===== src/sv/tsb_pkg.sv =====
// ----------------------------------------------------------------------------
// Texture sampler package
// Shared types and constants of the bilinear texture sampler.
// ----------------------------------------------------------------------------
package tsb_pkg;

    localparam int CFG_IDX_BITS  = 3;
    localparam int CFG_DATA_BITS = 9;

    localparam logic [CFG_IDX_BITS-1:0] CFG_FILTER_MODE = 3'd0;
    localparam logic [CFG_IDX_BITS-1:0] CFG_WRAP_MODE   = 3'd1;
    localparam logic [CFG_IDX_BITS-1:0] CFG_TEX_WIDTH   = 3'd2;
    localparam logic [CFG_IDX_BITS-1:0] CFG_TEX_HEIGHT  = 3'd3;
    localparam logic [CFG_IDX_BITS-1:0] CFG_COLOR_MODE  = 3'd4;

    localparam logic OP_SAMPLE = 1'b0;
    localparam logic OP_WRITE  = 1'b1;

    localparam logic [16:0] ONE_Q16  = 17'h10000;
    localparam logic [15:0] HALF_Q16 = 16'h8000;

    typedef struct packed {
        logic vld;
        logic wr;
    } t_ctl;

endpackage


===== src/sv/tsb_coord.sv =====
// ----------------------------------------------------------------------------
// Texture sampler coordinate stage
// Wrap or clamp, scale by size minus one, pick neighbour and distance weight.
// ----------------------------------------------------------------------------
module tsb_coord
    import tsb_pkg::*;
#(
    parameter int SIZE_MAX = 256,
    parameter int IW       = $clog2(SIZE_MAX)
) (
    input  logic                i_clk,
    input  logic                i_en,
    input  logic signed [23:0]  i_coord,
    input  logic [8:0]          i_size,
    input  logic                i_wrap_mode,
    input  logic                i_filter_mode,
    output logic [IW-1:0]       o_p,
    output logic [IW-1:0]       o_a,
    output logic [15:0]         o_d
);

    logic [15:0]    size_ext;
    logic [15:0]    eff_size;
    logic [IW-1:0]  size_m1;
    logic [16:0]    n_wrap;
    logic [16:0]    r_wrap;
    logic [IW+15:0] r_fu;
    logic [IW-1:0]  p;
    logic [15:0]    frac;
    logic [IW-1:0]  n_a;
    logic [15:0]    n_d;

    always_comb begin
        size_ext = 16'(i_size);
        if (size_ext == 16'd0) begin
            eff_size = 16'd1;
        end else if (size_ext > 16'(SIZE_MAX)) begin
            eff_size = 16'(SIZE_MAX);
        end else begin
            eff_size = size_ext;
        end
        size_m1 = IW'(eff_size - 16'd1);
    end

    always_comb begin
        if (!i_wrap_mode) begin
            n_wrap = {1'b0, i_coord[15:0]};
        end else if (i_coord[23]) begin
            n_wrap = 17'd0;
        end else if (24'(i_coord) > 24'(ONE_Q16)) begin
            n_wrap = ONE_Q16;
        end else begin
            n_wrap = i_coord[16:0];
        end
    end

    assign p    = r_fu[IW+15:16];
    assign frac = r_fu[15:0];

    always_comb begin
        if (frac > HALF_Q16) begin
            n_a = (p == size_m1) ? size_m1 : p + IW'(1);
            n_d = frac - HALF_Q16;
        end else begin
            n_a = (p == '0) ? '0 : p - IW'(1);
            n_d = HALF_Q16 - frac;
        end
        if (!i_filter_mode) begin
            n_d = 16'd0;
        end
    end

    always_ff @(posedge i_clk) begin
        if (i_en) begin
            r_wrap <= n_wrap;
            r_fu   <= (IW+16)'((IW+17)'(r_wrap) * (IW+17)'(size_m1));
            o_p    <= p;
            o_a    <= n_a;
            o_d    <= n_d;
        end
    end

endmodule


===== config.mk =====
export PLATFORM = sky130hd
export DESIGN_NAME = tsb_coord
export DESIGN_NICKNAME = d
export VERILOG_FILES = /design/src/sv/tsb_pkg.sv /design/src/sv/tsb_coord.sv
export SDC_FILE = /design/constraint.sdc
export NUM_CORES = 1
export LEC_CHECK = 0
export BUFFER_PORTS_ARGS = -buffer_cell sky130_fd_sc_hd__buf_2
export CORE_MARGIN = 1
export CORE_UTILIZATION = 40
export DETAILED_ROUTE_END_ITERATION = 7
export GPL_TIMING_DRIVEN = 0
export REMOVE_ABC_BUFFERS = 1
export SLEW_MARGIN = 15
export SYNTH_ARGS = -nofsm -noshare
export SYNTH_HDL_FRONTEND = slang
export SYNTH_SLANG_ARGS = --single-unit

===== constraint.sdc =====
create_clock -name i_clk -period 8.9 [get_ports i_clk]
set_input_delay 0.89 -clock i_clk [delete_from_list [all_inputs] [get_ports i_clk]]
set_output_delay 0.89 -clock i_clk [all_outputs]
set_load 0.1 [all_outputs]

==> After elaboration in Yosys (flattened, before gate mapping) <==
Cells that the tools add are included.
{ "totals": {"ff_bits": 73, "output_inout_bits": 32} }
{ "classes": {"n_eq_ne": 1, "n_bitwise": 1, "n_reduce_logical": 3, "order_cmp": 3, "mul": 1, "add_sub_neg": 5, "n_mux": 9} }
{ "op_table": {"columns": ["cell", "count"], "rows": [
  ["$mux W16", 3],
  ["$mux W8", 5],
  ["$gt A24 B17 Y1 const B", 1],
  ["$mul A17 B8 Y24", 1],
  ["$mux W17", 1],
  ["$gt A16 B16 Y1 const B", 1],
  ["$sub A16 B16 Y16 const A", 1],
  ["$sub A16 B16 Y16 const B", 1],
  ["$sub A8 B1 Y8 const B", 2],
  ["$gt A9 B9 Y1 const B", 1],
  ["$logic_not A9 Y1", 1],
  ["$add A8 B1 Y8 const B", 1],
  ["$eq A8 B8 Y1", 1],
  ["$logic_not A8 Y1", 1],
  ["$reduce_or A2 Y1", 1],
  ["$not A1 Y1", 1]
]} }

==> Depth between registers and ports, before layout <==
{ "logic_depth": {"depth_word": 7, "depth_mapped": 26, "depth_no_buf": 23} }

==> Least setup slack after synthesis <==
Ideal clock, no wire load.
{ "synth_timing": {"kind": "input to register", "from": "in i_size[8]", "to": "reg r_fu[22] (data pin)", "cell_stages": 24, "setup_time_ps": 265, "arrival_time_ps": 6672, "setup_slack_ps": 1963, "path_buffers": 3, "cell_sequence": "inv_1 a22oi_1 clkbuf_1 clkbuf_1 ha_1 nand2_1 a311oi_1 nor2_1 clkbuf_1 and2_1 fa_1 fa_1 fa_1 inv_1 fa_1 inv_1 ha_1 o21ai_0 a21oi_1 o211ai_1 o21ai_0 a31oi_1 o21ai_0 xor2_1"} }
{ "synth_between": {"elab_chain_cells": 5} }
{ "synth_rtl": {"columns": ["element", "line", "text"], "rows": [
  ["start: declaration", "tsb_coord.sv:14", "input logic [8:0] i_size,"],
  ["$gt A9 B9 Y1", "tsb_coord.sv:37", "end else if (size_ext > 16'(SIZE_MAX)) begin"],
  ["$mux W8", "tsb_coord.sv:37", null],
  ["$mux W8 (*)", "tsb_coord.sv:35", "if (size_ext == 16'd0) begin"],
  ["$sub A8 B1 Y8 (*)", "tsb_coord.sv:42", "size_m1 = IW'(eff_size - 16'd1);"],
  ["$mul A17 B8 Y24 (*)", "tsb_coord.sv:76", "r_fu <= (IW+16)'((IW+17)'(r_wrap) * (IW+17)'(size_m1));"],
  ["end signal: assignment", "tsb_coord.sv:76", null],
  ["end: declaration", "tsb_coord.sv:27", "logic [IW+15:0] r_fu;"]
]} }
Every way passes the cells marked *; elsewhere a longest branch is shown, timed or not.
A chain may end at the register's enable or synchronous reset.

==> Final worst setup path <==
{ "layout_timing": {"from": "in i_size[4]", "to": "reg r_fu[22] (data pin)"} }
Same word-level chain as after synthesis.

==> impl_metrics.json <==
{
  "outcome": "finished clean",
  "drive_gt1_share_pct": 12.12,
  "htreeDepth": 3,
  "grt_pass1_wl_mm": 26.23,
  "final_hold_viol_count": 0,
  "r2r_setup_slack_ns": 3.89,
  "dr_wl_met3_um": 593,
  "hold_class": "register to register",
  "io_buffers": 68,
  "cap_violations": 0,
  "synth-seq-area-share_pct": 28.39,
  "finalCritPeriodShare_pct": 82.05,
  "grt_pass1_vias": 5405,
  "cts.sinks": 73,
  "routed.top_layer": "met4",
  "initial_core_util_pct": 41.00,
  "vias": 5367,
  "gp_congestion": 0.7734,
  "fin_setup_tns_ns": 0,
  "die_h_um": 140.9,
  "finalSetupViolCount": 0,
  "rows": 50,
  "async_reset_ff_share_pct": 0,
  "nNetsFinal": 1018,
  "path_class": "input port to register",
  "crit_path_end": "r_fu[22]",
  "cts_resized": 0,
  "mostFrequentLayoutCell": "inv_1",
  "worstReg2RegEnd": "r_fu[22]",
  "cts_buffers": 9,
  "startpoint_type": "input port",
  "crit_start": "i_size[4]",
  "maxSlewHeadroom_pct": 24.46,
  "cp-end-kind": "register",
  "drt-initial-drc-count": 202,
  "synth_seq_cells": 73,
  "drcViolationCount": 0,
  "drtAntennaViolNets": 0,
  "dr.pass1.iters": 4,
  "worst_hold_slack_ns": 0.5885,
  "worst_skew_pair.late_latency_ns": 0.34,
  "wl_met1_mm": 7.475,
  "postSynthAreaPerCell_um2": 9.874,
  "required_ns": 8.99,
  "cts_setup_buffers": 0,
  "tritoncts": "built",
  "worstPathArrival_ns": 7.39,
  "fmax_ghz": 0.1369,
  "grt_usage_pct": 16.69,
  "clkSlewWorstSetupHoldPaths_ns": 0.06,
  "synth_edf_count": 73,
  "place_hpwl_mm": 11.78,
  "clock-root-buffer": "clkbuf_16",
  "finalWirelength_mm": 15.30,
  "max_slew.worst_pin.slew_ns": 1.128,
  "grt_max_degree": 57,
  "ys_dominant_reg_cell": "edfxtp_1",
  "core_area_um2": 18830,
  "synth_area_um2": 7721,
  "fin_skew_ns": 0.007478,
  "viasPerCell": 4.835,
  "grt-ovfl-total": 0,
  "critPathMaxFanout": 19,
  "antenna_found_initial": 0,
  "rr_startpoint": "r_wrap[4]",
  "diodes": 0,
  "reg2reg_depth": 15,
  "layout_common_cells": "inv_1 (128), and2_1 (102), fa_1 (89), nand2_1 (80), edfxtp_1 (73)",
  "synth_cells": 782,
  "fill_cells": 1795,
  "synth_warnings": 0,
  "post_drt_wl_per_cell_um": 13.79,
  "cts_hold_buf": 0,
  "grt_setup_unrepaired": "false",
  "area_delta_synth_final_pct": 13.09,
  "dieWidth_um": 140.9,
  "clockBufferDepth": 2,
  "die_area_um2": 19860,
  "routed-wl-met2_mm": 7.072,
  "finish.utilization_pct": 46.37,
  "min_from": "r_fu[0]",
  "fin_crit_ns": 7.302,
  "ios": 69,
  "yosysUniqueCellTypes": 49,
  "drv_slew": 0
}
[synthesized netlist by cell type, types with 11 or more instances]
library cell / number / area [um^2]
nor4_1: 15 / 93.84
ha_1: 47 / 588.1
nor3_1: 11 / 55.05
and2_1: 102 / 638.1
fa_1: 89 / 1782
inv_1: 128 / 480.5
nor2_1: 25 / 93.84
edfxtp_1: 73 / 2192
a21oi_1: 18 / 90.09
xnor2_1: 34 / 297.8
nand2_1: 80 / 300.3
xor2_1: 11 / 96.34
o21ai_0: 20 / 100.1
clkbuf_1: 20 / 75.07
[layout make-up]
type / instances / area, um^2 / share of cell area (%)
inverter: 128 / 480.5 / 5.502
clock inverter: 6 / 112.6 / 1.290
multi-input combinational: 561 / 4985 / 57.09
sequential: 73 / 2192 / 25.10
tap: 260 / 325.3 / 3.725
timing repair buffer: 72 / 407.9 / 4.671
clock buffer: 10 / 229.0 / 2.622
[sequential cells by signal (all words and copies together), names as in the netlist]
register and cells:
o_p 8, o_a 8, r_fu 24, r_wrap 17, o_d 16
[metal layers]
metal	up-vias	global-route usage, %
met5	-	0
met4	0	4.062
met3	14	3.091
met2	122	27.47
met1	2555	22.75
li1	2676	-
[kinds of logic (layout without fill, tap and decap cells)]
logic type,after synthesis,in the layout,share of synthesized area [%]
AOI/OAI and AO/OA,87,87,7.227
buffers and inverters,148,216,7.195
adders and majority gates,136,136,30.69
xor gates and xnor gates,47,47,5.526
and+or+nand+nor,282,282,19.80
DFF,73,73,28.39
muxes,9,9,1.167
[how the worst min path moves through the flow]
| stage | endpoint | slack, ns | cells after the start |
|---|---|---|---|
| after floorplan | o_p[7] | 0.54 | 0 |
| after global placement | o_d[0] | 0.58 | 1 |
| after detailed placement | o_d[0] | 0.58 | 1 |
| after CTS | o_d[0] | 0.59 | 1 |
| after global routing | o_d[0] | 0.64 | 1 |
| final | o_d[0] | 0.59 | 1 |
[critical path, stage by stage]
cell and delay [ns]:
buf_2 0.14, nor4_1 0.54, a22oi_2 0.23, ha_1 0.33, nand2_1 0.10, mux2i_1 0.08, a21oi_2 0.79, nand2_1 0.19
fa_1 0.57, inv_1 0.05, fa_1 0.46, fa_1 0.54, inv_1 0.05, fa_1 0.54, inv_1 0.05, ha_1 0.22
a21oi_1 0.33, o211ai_1 0.17, o211ai_1 0.18, o21ai_0 0.28, a31oi_1 0.34, o21ai_0 0.14, xor2_1 0.16
[metrics by stage]
| stage | instance area (um^2) | setup WS, ns | std cells |
|---|---|---|---|
| 3_3_place_gp | 8312 | -0.1635 | 1090 |
| 5_1_grt | 8732 | 1.165 | 1110 |
| 3_5_place_dp | 8391 | 1.288 | 1094 |
| 6_report | 8732 | 1.598 | 1110 |
| 4_1_cts | 8732 | 1.645 | 1110 |
| 2_1_floorplan | 7646 | 1.922 | 762 |
Power is left out: the tool's default activity adds up to more than one toggle a clock period on the data nets, which glitch-free logic cannot reach.
